==> config.mk <==
export PLATFORM = sky130hd
export DESIGN_NAME = timed_event_table
export DESIGN_NICKNAME = d
export VERILOG_FILES = /design/src/rtl/tet_pkg.sv /design/src/rtl/tet_ram.sv /design/src/rtl/tet_ctrl.sv /design/src/rtl/tet_dp.sv /design/src/rtl/timed_event_table.sv
export SDC_FILE = /design/constraint.sdc
export NUM_CORES = 2
export LEC_CHECK = 0
export ABC_AREA = 1
export BUFFER_PORTS_ARGS = -buffer_cell sky130_fd_sc_hd__buf_2
export CORE_UTILIZATION = 45
export CTS_CLUSTER_DIAMETER = 30
export DETAILED_ROUTE_END_ITERATION = 12
export PLACE_DENSITY_LB_ADDON = 0.3
export SYNTH_ARGS = -nofsm -noshare
export SYNTH_HDL_FRONTEND = slang
export SYNTH_SLANG_ARGS = --single-unit
==> constraint.sdc <==
create_clock -name clk -period 4.5 [get_ports clk]
set_clock_uncertainty 0.15 [all_clocks]
set_input_delay 0.9 -clock clk [delete_from_list [all_inputs] [get_ports clk]]
set_output_delay 0.9 -clock clk [all_outputs]
set_load 0.01 [all_outputs]
==> src/rtl/tet_pkg.sv <==
// ----------------------------------------------------------------------------
// tet_pkg: shared types and constants for the timed event table
// Holds the command codes, the state type of the controller, the default
// sizes, the controller-to-datapath control record and the status record back.
// ----------------------------------------------------------------------------
package tet_pkg;

    localparam int TET_DEPTH     = 16;
    localparam int TET_ID_BITS   = 16;
    localparam int TET_TIME_BITS = 32;

    // Fixed widths of the stream fields.
    localparam int CMD_W   = 3;
    localparam int ID_W    = 16;
    localparam int TIME_W  = 32;
    localparam int COUNT_W = 5;
    localparam int IN_W    = 80;
    localparam int OUT_W   = 24;

    typedef enum logic [CMD_W-1:0] {
        CMD_ENQUEUE = 3'd0,
        CMD_CHANGE  = 3'd1,
        CMD_REMOVE  = 3'd2,
        CMD_TICK    = 3'd3,
        CMD_CLEAR   = 3'd4
    } cmd_t;

    typedef enum logic [2:0] {
        ST_IDLE,
        ST_SCAN,
        ST_EMIT,
        ST_WAIT,
        ST_RESP
    } state_t;

    typedef struct packed {
        logic capture;
        logic idx_clr;
        logic idx_inc;
        logic eval_en;
        logic commit;
        logic emit_load;
    } ctrl_t;

    typedef struct packed {
        logic [CMD_W-1:0] cmd;
        logic             idx_zero;
        logic             idx_end;
        logic             exp_any;
        logic             exp_one;
        logic             due_cur;
        logic             out_free;
    } stat_t;

endpackage

==> src/rtl/tet_ram.sv <==
// ----------------------------------------------------------------------------
// tet_ram: generic single-clock RAM
// One write port and one read port with registered read data.
// ----------------------------------------------------------------------------
module tet_ram #(
    parameter int WIDTH = 16,
    parameter int DEPTH = 16
) (
    input  logic                     clk,
    input  logic                     we,
    input  logic [$clog2(DEPTH)-1:0] waddr,
    input  logic [WIDTH-1:0]         wdata,
    input  logic [$clog2(DEPTH)-1:0] raddr,
    output logic [WIDTH-1:0]         rdata
);

    logic [WIDTH-1:0] mem [DEPTH];

    always_ff @(posedge clk)
    begin
        if (we)
        begin
            mem[waddr] <= wdata;
        end
        rdata <= mem[raddr];
    end

endmodule

==> src/rtl/tet_ctrl.sv <==
// ----------------------------------------------------------------------------
// tet_ctrl: sequencing state machine of the timed event table
// Walks each request through the slot scan, the expiry emission or the
// final response as its command needs, and tells the datapath what to do in each cycle.
// ----------------------------------------------------------------------------
module tet_ctrl (
    input  logic                    clk,
    input  logic                    rst_n,
    input  logic                    in_valid,
    input  logic [tet_pkg::CMD_W-1:0] in_cmd,
    output logic                    in_ready,
    input  tet_pkg::stat_t          stat,
    output tet_pkg::ctrl_t          ctrl
);

    tet_pkg::state_t state_reg;
    tet_pkg::state_t state_next;

    always_ff @(posedge clk or negedge rst_n)
    begin
        if (!rst_n)
        begin
            state_reg <= tet_pkg::ST_IDLE;
        end
        else
        begin
            state_reg <= state_next;
        end
    end

    always_comb
    begin
        state_next = state_reg;
        case (state_reg)
            tet_pkg::ST_IDLE:
            begin
                if (in_valid)
                begin
                    if (in_cmd inside {tet_pkg::CMD_ENQUEUE, tet_pkg::CMD_CHANGE,
                                       tet_pkg::CMD_REMOVE, tet_pkg::CMD_TICK})
                    begin
                        state_next = tet_pkg::ST_SCAN;
                    end
                    else
                    begin
                        state_next = tet_pkg::ST_RESP;
                    end
                end
            end
            tet_pkg::ST_SCAN:
            begin
                if (stat.idx_end)
                begin
                    state_next = (stat.cmd == tet_pkg::CMD_TICK) ? tet_pkg::ST_EMIT
                                                                 : tet_pkg::ST_RESP;
                end
            end
            tet_pkg::ST_EMIT:
            begin
                if (!stat.exp_any)
                begin
                    state_next = tet_pkg::ST_RESP;
                end
                else if (stat.due_cur)
                begin
                    state_next = tet_pkg::ST_WAIT;
                end
            end
            tet_pkg::ST_WAIT:
            begin
                if (stat.out_free)
                begin
                    state_next = stat.exp_one ? tet_pkg::ST_IDLE : tet_pkg::ST_EMIT;
                end
            end
            tet_pkg::ST_RESP:
            begin
                if (stat.out_free)
                begin
                    state_next = tet_pkg::ST_IDLE;
                end
            end
            default:
            begin
                state_next = tet_pkg::ST_IDLE;
            end
        endcase
    end

    always_comb
    begin
        ctrl     = '0;
        in_ready = 1'b0;
        case (state_reg)
            tet_pkg::ST_IDLE:
            begin
                in_ready     = 1'b1;
                ctrl.capture = in_valid;
                ctrl.idx_clr = in_valid;
            end
            tet_pkg::ST_SCAN:
            begin
                // The read issued for slot i returns in the next cycle, so the
                // evaluation trails the index by one.
                ctrl.idx_inc = 1'b1;
                ctrl.eval_en = !stat.idx_zero;
                ctrl.idx_clr = stat.idx_end;
            end
            tet_pkg::ST_EMIT:
            begin
                ctrl.idx_inc = stat.exp_any && !stat.due_cur;
            end
            tet_pkg::ST_WAIT:
            begin
                ctrl.emit_load = stat.out_free;
                ctrl.idx_inc   = stat.out_free;
            end
            tet_pkg::ST_RESP:
            begin
                ctrl.commit = stat.out_free;
            end
            default:
            begin
                ctrl = '0;
            end
        endcase
    end

endmodule

==> src/rtl/tet_dp.sv <==
// ----------------------------------------------------------------------------
// tet_dp: datapath of the timed event table
// Slot stores, valid and due flags, the scan index, the lookup and expiry
// evaluation, the table updates and the result register.
// ----------------------------------------------------------------------------
module tet_dp #(
    parameter int TABLE_DEPTH = tet_pkg::TET_DEPTH,
    parameter int ID_BITS     = tet_pkg::TET_ID_BITS,
    parameter int TIME_BITS   = tet_pkg::TET_TIME_BITS
) (
    input  logic                        clk,
    input  logic                        rst_n,
    input  logic [tet_pkg::IN_W-1:0]    in_data,
    input  logic [tet_pkg::CMD_W-1:0]   in_cmd,
    output logic                        out_valid,
    input  logic                        out_ready,
    output logic [tet_pkg::OUT_W-1:0]   out_data,
    output logic                        out_last,
    input  tet_pkg::ctrl_t              ctrl,
    output tet_pkg::stat_t              stat
);

    localparam int AW = $clog2(TABLE_DEPTH);
    localparam int CW = $clog2(TABLE_DEPTH + 1);

    // Request fields held for the duration of the request.
    logic [tet_pkg::CMD_W-1:0] cmd_reg;
    logic [ID_BITS-1:0]        id_reg;
    logic [TIME_BITS-1:0]      now_reg;
    logic [TIME_BITS-1:0]      dly_reg;

    logic [TABLE_DEPTH-1:0] valid_reg, valid_next;
    logic [TABLE_DEPTH-1:0] due_reg, due_next;
    logic [CW-1:0]          count_reg, count_next;
    logic [CW-1:0]          idx_reg, idx_next;
    logic [CW-1:0]          exp_reg, exp_next;
    logic                   found_reg, found_next;
    logic [AW-1:0]          match_reg, match_next;
    logic                   free_reg, free_next;
    logic [AW-1:0]          slot_reg, slot_next;

    logic                      oval_reg, oval_next;
    logic [tet_pkg::ID_W-1:0]  oid_reg, oid_next;
    logic                      oexp_reg, oexp_next;
    logic                      ofnd_reg, ofnd_next;
    logic                      oacc_reg, oacc_next;
    logic [tet_pkg::COUNT_W-1:0] ocnt_reg, ocnt_next;
    logic                      olast_reg, olast_next;

    logic [CW-1:0]        idx_prev;
    logic [AW-1:0]        eval_slot;
    logic [AW-1:0]        raddr;
    logic [AW-1:0]        waddr;
    logic [ID_BITS-1:0]   id_rdata;
    logic [TIME_BITS-1:0] start_rdata;
    logic [TIME_BITS-1:0] delay_rdata;
    logic [TIME_BITS:0]   due_sum;
    logic                 due_hit;
    logic                 match_hit;
    logic                 out_free;
    logic                 id_we, start_we, delay_we;
    logic                 is_enq, is_chg, is_rem;

    assign idx_prev  = idx_reg - CW'(1);
    assign eval_slot = idx_prev[AW-1:0];
    assign raddr     = (idx_reg == CW'(TABLE_DEPTH)) ? '0 : idx_reg[AW-1:0];
    assign waddr     = found_reg ? match_reg : slot_reg;
    assign out_free  = !oval_reg || out_ready;

    assign is_enq = (cmd_reg == tet_pkg::CMD_ENQUEUE);
    assign is_chg = (cmd_reg == tet_pkg::CMD_CHANGE);
    assign is_rem = (cmd_reg == tet_pkg::CMD_REMOVE);

    // An entry is due when start plus delay, taken one bit wider, does not
    // overflow the time width and lies below the present time.
    assign due_sum   = {1'b0, start_rdata} + {1'b0, delay_rdata};
    assign due_hit   = valid_reg[eval_slot] && !due_sum[TIME_BITS]
                       && (due_sum[TIME_BITS-1:0] < now_reg);
    assign match_hit = valid_reg[eval_slot] && (id_rdata == id_reg);

    assign id_we    = ctrl.commit && is_enq && !found_reg && free_reg;
    assign start_we = ctrl.commit && is_enq && (found_reg || free_reg);
    assign delay_we = start_we || (ctrl.commit && is_chg && found_reg);

    tet_ram #(.WIDTH(ID_BITS), .DEPTH(TABLE_DEPTH)) u_id_ram (
        .clk   (clk),
        .we    (id_we),
        .waddr (waddr),
        .wdata (id_reg),
        .raddr (raddr),
        .rdata (id_rdata)
    );

    tet_ram #(.WIDTH(TIME_BITS), .DEPTH(TABLE_DEPTH)) u_start_ram (
        .clk   (clk),
        .we    (start_we),
        .waddr (waddr),
        .wdata (now_reg),
        .raddr (raddr),
        .rdata (start_rdata)
    );

    tet_ram #(.WIDTH(TIME_BITS), .DEPTH(TABLE_DEPTH)) u_delay_ram (
        .clk   (clk),
        .we    (delay_we),
        .waddr (waddr),
        .wdata (dly_reg),
        .raddr (raddr),
        .rdata (delay_rdata)
    );

    always_comb
    begin
        valid_next = valid_reg;
        due_next   = due_reg;
        count_next = count_reg;
        idx_next   = idx_reg;
        exp_next   = exp_reg;
        found_next = found_reg;
        match_next = match_reg;
        free_next  = free_reg;
        slot_next  = slot_reg;
        oval_next  = oval_reg && !out_ready;
        oid_next   = oid_reg;
        oexp_next  = oexp_reg;
        ofnd_next  = ofnd_reg;
        oacc_next  = oacc_reg;
        ocnt_next  = ocnt_reg;
        olast_next = olast_reg;

        if (ctrl.capture)
        begin
            due_next   = '0;
            exp_next   = '0;
            found_next = 1'b0;
            free_next  = 1'b0;
        end

        if (ctrl.idx_clr)
        begin
            idx_next = '0;
        end
        else if (ctrl.idx_inc)
        begin
            idx_next = idx_reg + CW'(1);
        end

        if (ctrl.eval_en)
        begin
            if (cmd_reg == tet_pkg::CMD_TICK)
            begin
                if (due_hit)
                begin
                    valid_next[eval_slot] = 1'b0;
                    due_next[eval_slot]   = 1'b1;
                    exp_next              = exp_reg + CW'(1);
                    count_next            = count_reg - CW'(1);
                end
            end
            else
            begin
                if (match_hit && !found_reg)
                begin
                    found_next = 1'b1;
                    match_next = eval_slot;
                end
                if (!valid_reg[eval_slot] && !free_reg)
                begin
                    free_next = 1'b1;
                    slot_next = eval_slot;
                end
            end
        end

        if (ctrl.commit)
        begin
            case (cmd_reg)
                tet_pkg::CMD_ENQUEUE:
                begin
                    if (!found_reg && free_reg)
                    begin
                        valid_next[slot_reg] = 1'b1;
                        count_next           = count_reg + CW'(1);
                    end
                end
                tet_pkg::CMD_REMOVE:
                begin
                    if (found_reg)
                    begin
                        valid_next[match_reg] = 1'b0;
                        count_next            = count_reg - CW'(1);
                    end
                end
                tet_pkg::CMD_CLEAR:
                begin
                    valid_next = '0;
                    count_next = '0;
                end
                default:
                begin
                    count_next = count_reg;
                end
            endcase
            oval_next  = 1'b1;
            oid_next   = '0;
            oexp_next  = 1'b0;
            ofnd_next  = (is_enq || is_chg || is_rem) && found_reg;
            oacc_next  = !(is_enq && !found_reg && !free_reg);
            ocnt_next  = tet_pkg::COUNT_W'(count_next);
            olast_next = 1'b1;
        end

        if (ctrl.emit_load)
        begin
            oval_next  = 1'b1;
            oid_next   = tet_pkg::ID_W'(id_rdata);
            oexp_next  = 1'b1;
            ofnd_next  = 1'b0;
            oacc_next  = 1'b1;
            ocnt_next  = tet_pkg::COUNT_W'(count_reg);
            olast_next = (exp_reg == CW'(1));
            exp_next   = exp_reg - CW'(1);
        end
    end

    always_ff @(posedge clk)
    begin
        if (ctrl.capture)
        begin
            cmd_reg <= in_cmd;
            id_reg  <= ID_BITS'(in_data[tet_pkg::ID_W-1:0]);
            now_reg <= TIME_BITS'(in_data[tet_pkg::ID_W +: tet_pkg::TIME_W]);
            dly_reg <= TIME_BITS'(in_data[tet_pkg::ID_W + tet_pkg::TIME_W +: tet_pkg::TIME_W]);
        end
        oid_reg   <= oid_next;
        oexp_reg  <= oexp_next;
        ofnd_reg  <= ofnd_next;
        oacc_reg  <= oacc_next;
        ocnt_reg  <= ocnt_next;
        olast_reg <= olast_next;
        match_reg <= match_next;
        slot_reg  <= slot_next;
    end

    always_ff @(posedge clk or negedge rst_n)
    begin
        if (!rst_n)
        begin
            valid_reg <= '0;
            due_reg   <= '0;
            count_reg <= '0;
            idx_reg   <= '0;
            exp_reg   <= '0;
            found_reg <= 1'b0;
            free_reg  <= 1'b0;
            oval_reg  <= 1'b0;
        end
        else
        begin
            valid_reg <= valid_next;
            due_reg   <= due_next;
            count_reg <= count_next;
            idx_reg   <= idx_next;
            exp_reg   <= exp_next;
            found_reg <= found_next;
            free_reg  <= free_next;
            oval_reg  <= oval_next;
        end
    end

    assign stat.cmd      = cmd_reg;
    assign stat.idx_zero = (idx_reg == '0);
    assign stat.idx_end  = (idx_reg == CW'(TABLE_DEPTH));
    assign stat.exp_any  = (exp_reg != '0);
    assign stat.exp_one  = (exp_reg == CW'(1));
    assign stat.due_cur  = due_reg[raddr];
    assign stat.out_free = out_free;

    assign out_valid = oval_reg;
    assign out_data  = {ocnt_reg, oacc_reg, ofnd_reg, oexp_reg, oid_reg};
    assign out_last  = olast_reg;

endmodule

==> src/rtl/timed_event_table.sv <==
// ----------------------------------------------------------------------------
// timed_event_table: table of pending timed events with expiry on tick
//
//   channel | direction | handshake          | payload
//   s_*     | in        | s_tvalid/s_tready  | s_tuser command, s_tdata id/time/delay
//   m_*     | out       | m_tvalid/m_tready  | m_tdata result fields, m_tlast
//
// Enqueue, change and remove: the accepting cycle, a scan over all TABLE_DEPTH
// slots and the response. A tick scans alike, then revisits slots up to the
// last expired one and emits a result for each expired entry, or responds if
// none expired. Clear and unused codes go from acceptance to the response.
// Reset clears the valid flags and the count at once; no clearing pass.
// Low m_tready holds the result register and stalls only the step that writes
// it; a new request is taken while the last result waits.
// ----------------------------------------------------------------------------
module timed_event_table #(
    parameter int TABLE_DEPTH = tet_pkg::TET_DEPTH,
    parameter int ID_BITS     = tet_pkg::TET_ID_BITS,
    parameter int TIME_BITS   = tet_pkg::TET_TIME_BITS
) (
    input  logic                       clk,
    input  logic                       rst_n,
    input  logic                       s_tvalid,
    output logic                       s_tready,
    input  logic [tet_pkg::IN_W-1:0]   s_tdata,   // event_id, current_time, delay_ticks
    input  logic [tet_pkg::CMD_W-1:0]  s_tuser,   // command
    output logic                       m_tvalid,
    input  logic                       m_tready,
    output logic [tet_pkg::OUT_W-1:0]  m_tdata,   // event_id_out, expired, found,
                                                  // accepted, pending_count
    output logic                       m_tlast
);

    tet_pkg::ctrl_t ctrl;
    tet_pkg::stat_t stat;

    tet_ctrl u_ctrl (
        .clk      (clk),
        .rst_n    (rst_n),
        .in_valid (s_tvalid),
        .in_cmd   (s_tuser),
        .in_ready (s_tready),
        .stat     (stat),
        .ctrl     (ctrl)
    );

    tet_dp #(
        .TABLE_DEPTH (TABLE_DEPTH),
        .ID_BITS     (ID_BITS),
        .TIME_BITS   (TIME_BITS)
    ) u_dp (
        .clk       (clk),
        .rst_n     (rst_n),
        .in_data   (s_tdata),
        .in_cmd    (s_tuser),
        .out_valid (m_tvalid),
        .out_ready (m_tready),
        .out_data  (m_tdata),
        .out_last  (m_tlast),
        .ctrl      (ctrl),
        .stat      (stat)
    );

endmodule
Word-level counts from Yosys, hierarchy flattened
Memory sizes are Yosys's and may differ from the RTL's. A register that Yosys moved wholly into a read port is not among the register bits.
Cells that the tools add are included.

operators by class
  shift-type cells = 0
  bitwise logic cells = 7
  reductions and logical operators = 45
  mux-type cells = 76
  equal/unequal tests = 19
  multipliers = 0
  $lt $le $gt $ge = 8
  div/mod/pow operators = 0
  $add $sub $neg = 7

operators by type and width
  cell                                                                   count
  16-bit two-way mux                                                     12
  5-bit two-way mux                                                      15
  16-bit one-hot mux with 3 select lines                                 1
  32-bit by 32-bit adder with 33-bit output                              1
  16-bit bitwise AND                                                     2
  32-bit < comparator                                                    1
  16-bit inverter                                                        2
  16-bit OR                                                              2
  1-bit two-way mux                                                      28
  3-bit two-way mux                                                      8
  1-bit logical AND                                                      20
  4-bit by 5-bit < comparator with 1-bit output, second input constant   4
  3-bit by 2-bit == test with 1-bit output, second input constant        6
  16-bit == test                                                         1
  5-bit by 1-bit adder with 5-bit output, second input constant          3
  3-bit one-hot mux with 5 select lines                                  1
  5-bit one-hot mux with 3 select lines                                  1
  1-bit demux with 4-bit select                                          3
  4-bit by 1-bit >= comparator with 1-bit output, second input constant  3
  5-bit by 1-bit subtractor with 5-bit output, second input constant     2
  3-bit by 1-bit == test with 1-bit output, second input constant        3
  1-bit logical NOT                                                      9
  3-bit logical NOT                                                      3
  1-bit binary-select mux with 4-bit select                              2
  other kinds (19)                                                       29

storage, ports and cells
  RAM bits = 1280
  bits in read-only memories = 0
  latch bits = 0
  bits of input ports = 87
  bits in registers = 169
  memories = 3
  word-level logic and storage cells = 186
  output and inout port bits = 27

memories
  name                  depth  width  rd ports  clocked after memory_dff  wr ports  RTL line       RTL
  u_dp.u_delay_ram.mem  16     32     1         1                         1         tet_ram.sv:17  logic [WIDTH-1:0] mem [DEPTH];
  u_dp.u_start_ram.mem  16     32     1         1                         1         tet_ram.sv:17
  u_dp.u_id_ram.mem     16     16     1         1                         1         tet_ram.sv:17

Longest topological paths before layout
  depth after elaboration = 14
  mapped depth = 32
  depth with buffers taken out = 31

Hierarchy
A second synthesis with hierarchy kept.

unflattened totals
  cells, all modules = 6543
  area, all modules = 67198.2 um^2

modules (own cells, without submodules)
  module                      area an instance (um^2)  instances  cells each  seq. area each (um^2)
  tet_ram (u_dp.u_delay_ram)  22745.6                  1          2122        16015.4
  tet_ram (u_dp.u_start_ram)  22730.6                  1          2120        16015.4
  tet_ram (u_dp.u_id_ram)     11388.4                  1          1074        8007.7
  tet_dp                      10007.1                  1          1169        4704.5
  tet_ctrl                    326.6                    1          58          75.1

Least setup slack after synthesis
No wires, ideal clock.

  path kind = reg2reg
  start point = register u_dp.u_delay_ram.rdata[0], read port of u_dp.u_delay_ram.mem
  end point = register u_dp.ocnt_reg[2] (netlist name), data pin
  arrival time = 3.766 ns
  period minus slack after synthesis = 4.168 ns
  slack = 0.332 ns
  path buffers = 1
  data required time = 4.098 ns
  cell stages (with the launch flop) = 29
  library setup time = 0.252 ns
  cells stage by stage = dfxtp_1 > ha_1 > inv_1 > fa_1 > nand3b_1 > nand2_1 > nand2_1 > nand2_1 > a21oi_1 > o21ai_0 > a21oi_1 > o21ai_0 > a21oi_1 > xnor2_1 > ha_1 > nand2_1 > inv_1 > nand3_1 > nor4_1 > nand2_1 > nand3_2 > nor2_2 > buf_6 > nand3_2 > nand3_2 > nand2_1 > nand3_2 > nand2_1 > nand2_1

on the way
  longest elaborated chain between the ends = 11
  elaborated cells between the ends (all ways) = 13
  those cells by class = add/sub: 1; order compare: 1; mux: 8; reduce/logical: 3

RTL lines
  item                                                                         RTL line                      RTL
  from (decl)                                                                  tet_ram.sv:14                 output logic [WIDTH-1:0] rdata
  32-bit by 32-bit adder with 33-bit output *                                  tet_dp.sv:76                  assign due_sum = {1'b0, start_rdata} + {1'b0, delay_rdata};
  parallel branches: the longest is 2 deep, another holds 32-bit < comparator  --
  1-bit logical AND *                                                          tet_dp.sv:78                  && (due_sum[TIME_BITS-1:0] < now_reg);
  5-bit two-way mux *                                                          tet_dp.sv:152                 if (due_hit)
  5-bit two-way mux *                                                          tet_dp.sv:150                 if (cmd_reg == tet_pkg::CMD_TICK)
  5-bit two-way mux *                                                          tet_dp.sv:148                 if (ctrl.eval_en)
  5-bit two-way mux (on tied branches)                                         tet_dp.sv:188, tet_dp.sv:180
  5-bit one-hot mux with 3 select lines *                                      tet_dp.sv:177                 case (cmd_reg)
  5-bit two-way mux *                                                          tet_dp.sv:175                 if (ctrl.commit)
  5-bit two-way mux *                                                          tet_dp.sv:213                 if (ctrl.emit_load)
  named net u_dp.ocnt_next (one bit)                                           tet_dp.sv:47                  logic [tet_pkg::COUNT_W-1:0] ocnt_reg, ocnt_next;
  to (signal assigned)                                                         tet_dp.sv:239                 ocnt_reg <= ocnt_next;
  to (decl)                                                                    tet_dp.sv:47

Mark *: on every way through the listed nets, which the timed path passes. The select of a mux whose other input is x is not followed.
A chain may end at the register's enable or synchronous reset.

Final worst setup path
  start point = register u_dp.u_delay_ram.rdata[0], read port of u_dp.u_delay_ram.mem
  end point = register u_dp.ocnt_reg[4] (netlist name), data pin

Same word-level chain as after synthesis.

==> impl_metrics.ini <==
[drt]
drt_wl_total_mm = 166
drtIter0Drc = 4557
drc = 6
final_antenna_net_count = 0
wl_per_cell_um = 23.7
drt-pass1-iter-count = 10
vias = 40600
vias_per_cell = 5.80

[timing]
worst_slew_pin_slew_ps = 1050
period_share_pct = 95.8
setup_tns_ps = 0
setup_violations = 0
fmax_mhz = 232
fin_crit_ps = 4310
hold_violations = 0
slew_headroom_pct = 29.7
drv_slew = 0
rsz0062_at_grt = yes
holdWs_ps = 44.6

[logic_synthesis]
seq_area_frac_synth_pct = 73.9
yosysMostFrequentCell = edfxtp_1
ys_top_cells_by_area = edfxtp_1 69%, o21ai_0 4.5%, nor2_1 3.9%
yosys_warnings = 0
synthFlopType = edfxtp_1
syn_area_per_cell_sq_um = 13.0
synth-adder-area-share_pct = 1.54
netlist_area_sq_um = 60600
synth_top_family_by_area = compound AO/OA/AOI/OAI gates
synth_top_area_share_pct = 69.0
post_synth_num_cell_types = 52
synth_compound_area_share_pct = 10.9
synth_edf_count = 1393
synth_cells = 4652
yosys-top-cells-count = 1393 x edfxtp_1, 634 x nor2_1, 540 x o21ai_0, 468 x nand2_1, 320 x nand3_1
synth_xor_area_share_pct = 0.646
synth-seq-cells = 1529
yosysTopAreaCell = edfxtp_1
synthMuxAreaShare_pct = 0
synthArstFlopShare_pct = 3.47
yosys.area_share.simple_pct = 10.1
syn-num-nets = 4813

[floorplanning]
die_x_um = 369
io_pins = 114
die_h_um = 369
core_area_sq_um = 134000
dieArea_sq_um = 136000
row_count = 134
initial_core_util_pct = 45.4

[worst_setup_path]
r2r-end = u_dp.ocnt_reg[4]
crit_family = simple AND/OR/NAND/NOR gates
critPathKind = reg -> reg
path_common_cell = nand2_1
crit_required_ps = 4960
critPathMaxFanout = 5
end_kind = flip-flop
critPathLaunchType = flip-flop
crit_start = u_dp.u_delay_ram.rdata[0]
path_buf_inv = 3
regToRegSetupSlack_ps = 190
r2r_start = u_dp.u_delay_ram.rdata[0]
cpMaxStageDelayCell = fa_2
r2r_cells = 31
endpoint = u_dp.ocnt_reg[4]
critPathArrivalTime_ps = 4770
crit_path_max_incr_delay_ps = 370
cp.depth = 31

[pwr]
ir_drop_mv = 0.364
powerDensity_nw_per_um2 = 690
leakage_nw = 26.4

[placed_design]
place.gp.congestion = 0.892
post-dp-hpwl_mm = 83.1
portBuffers = 113

[cells_and_area]
fin_util_pct = 56.6
fillers = 10400
area_delta_synth_final_pct = 24.7
drive_above_1_share_pct = 16.7
diodes = 0
fin_nets = 5138
largestRegisters = u_dp.u_delay_ram.mem (512), u_dp.u_start_ram.mem (512), u_dp.u_id_ram.mem (256)

[status]
status = finished, violations left
violations = design-rule violations

[grt]
grt_pass1_wl_mm = 247
antenna_found_initial = 12
grt_start_max_net_pins = 180
grt_pass1_vias = 40300
gr-usage-all-layers_pct = 24.0
grt_remaining_overflow = 0

[min_path]
min_path_cells = 1
min_path_type = in -> reg

[cts]
cts_buffers = 322
clock_latency_ps = 880
clockBufferDepth = 4
cts_tree = done
root_buffer = clkbuf_16
cts.sinks = 1529
path_clk_slew_ps = 50
cts.htree.levels = 5

[flow_run]
cap_viol_max_count = 0
==> cell usage in the layout, fill, tap and decap left out, types with 9 or more instances in the layout <==
| master | Yosys | layout |
|---|---|---|
| edfxtp_1 | 1393 | 1393 |
| nor2_1 | 634 | 584 |
| o21ai_0 | 540 | 535 |
| nand2_1 | 468 | 459 |
| clkbuf_16 | 0 | 327 |
| nand3_1 | 320 | 315 |
| o221ai_1 | 243 | 243 |
| o22ai_1 | 167 | 167 |
| inv_1 | 170 | 166 |
| buf_2 | 19 | 113 |
| buf_4 | 4 | 86 |
| dfxtp_1 | 83 | 81 |
| ha_1 | 73 | 71 |
| a21oi_1 | 76 | 70 |
| dfrtp_1 | 53 | 51 |
| buf_12 | 0 | 48 |
| bufinv_16 | 0 | 47 |
| clkinv_2 | 0 | 42 |
| clkbuf_1 | 241 | 38 |
| nor2_4 | 1 | 35 |
| clkinv_1 | 1 | 33 |
| dlygate4sd3_1 | 0 | 33 |
| clkinvlp_4 | 0 | 28 |
| clkinv_4 | 0 | 26 |
| xor2_1 | 25 | 25 |
| inv_6 | 0 | 21 |
| nor2_2 | 3 | 19 |
| xnor2_1 | 16 | 16 |
| o21ai_1 | 12 | 12 |
| nor3_1 | 11 | 11 |
| nand3_2 | 6 | 10 |
| nand2_2 | 2 | 9 |
| nand4_1 | 9 | 9 |
==> power breakdown <==
group	switching (mW)	internal, mW
combinational	7.25	3.65
sequential	0.915	16.9
clock	7.41	16.0
==> what timing repair did <==
item | 4_1_cts | 5_1_grt
endpoints found under the setup margin | 21 | 47
buffers inserted | 0 | 5
pin swaps | 0 | 16
hold buffers | 33 | 0
cloned | 0 | 1
hold endpoints to repair | 49 | 0
resized for setup | 5 | 43
==> stage by stage <==
stage	instances	cell area [sq um]	worst slack (ps)	power (mW)
3_5_place_dp	6382	64200	-185	28.4
3_3_place_gp	6382	64200	1.58	28.2
6_report	6990	75600	189	52.2
5_1_grt	6990	75600	-59.1	54.4
2_1_floorplan	4652	60600	332	24.7
4_1_cts	6984	75400	16.9	52.0
==> worst reg2reg max path: cells and delay by family (launching register included) <==
kind,cells,cell delay (ps)
fa+ha+maj,3,750
compound gates,6,770
flops,1,340
xor+xnor,1,170
simple gates,18,1660
buf+inv,3,220
==> worst min path at each step <==
| stage | from | endpoint | slack, ps |
|---|---|---|---|
| after floorplan | u_dp.oexp_reg | u_dp.oexp_reg | 270 |
| after global routing | s_tdata[1] | u_dp.id_reg[1] | 10 |
| after detailed placement | u_dp.oexp_reg | u_dp.oexp_reg | 290 |
| after CTS | s_tdata[68] | u_dp.dly_reg[20] | 0.5 |
| final | s_tdata[48] | u_dp.dly_reg[0] | 40 |
| after global placement | u_dp.oexp_reg | u_dp.oexp_reg | 290 |
==> layer usage <==
layer / track usage, % / part of all wire [%]
met2: 39.0 / 48
met1: 32.1 / 41
met3: 4.79 / 8.4
met4: 8.76 / 2.8
met5: 0 / 0.028
==> cell families (layout without fill, tap and decap cells) <==
| logic type | count (synthesis) | count (layout) |
|---|---|---|
| flip-flops | 1529 | 1529 |
| AND/OR/NAND/NOR | 1473 | 1474 |
| AO/OA/AOI/OAI | 1073 | 1073 |
| buffers and inverters | 460 | 1029 |
| adder cells (fa/ha/maj) | 74 | 74 |
| XOR/XNOR | 43 | 43 |
==> cell type report <==
type	instances	area, sq um	share of cell area (%)
flip-flops and latches	1529	44800	59.3
repair buffers	281	2510	3.32
clock inverters	197	2380	3.15
inverters	179	702	0.928
multi-input cells	2664	14500	19.2
clock buffers	372	8420	11.1
well taps	1768	2210	2.93
No activity file was read; power rests on OpenSTA's default activity.
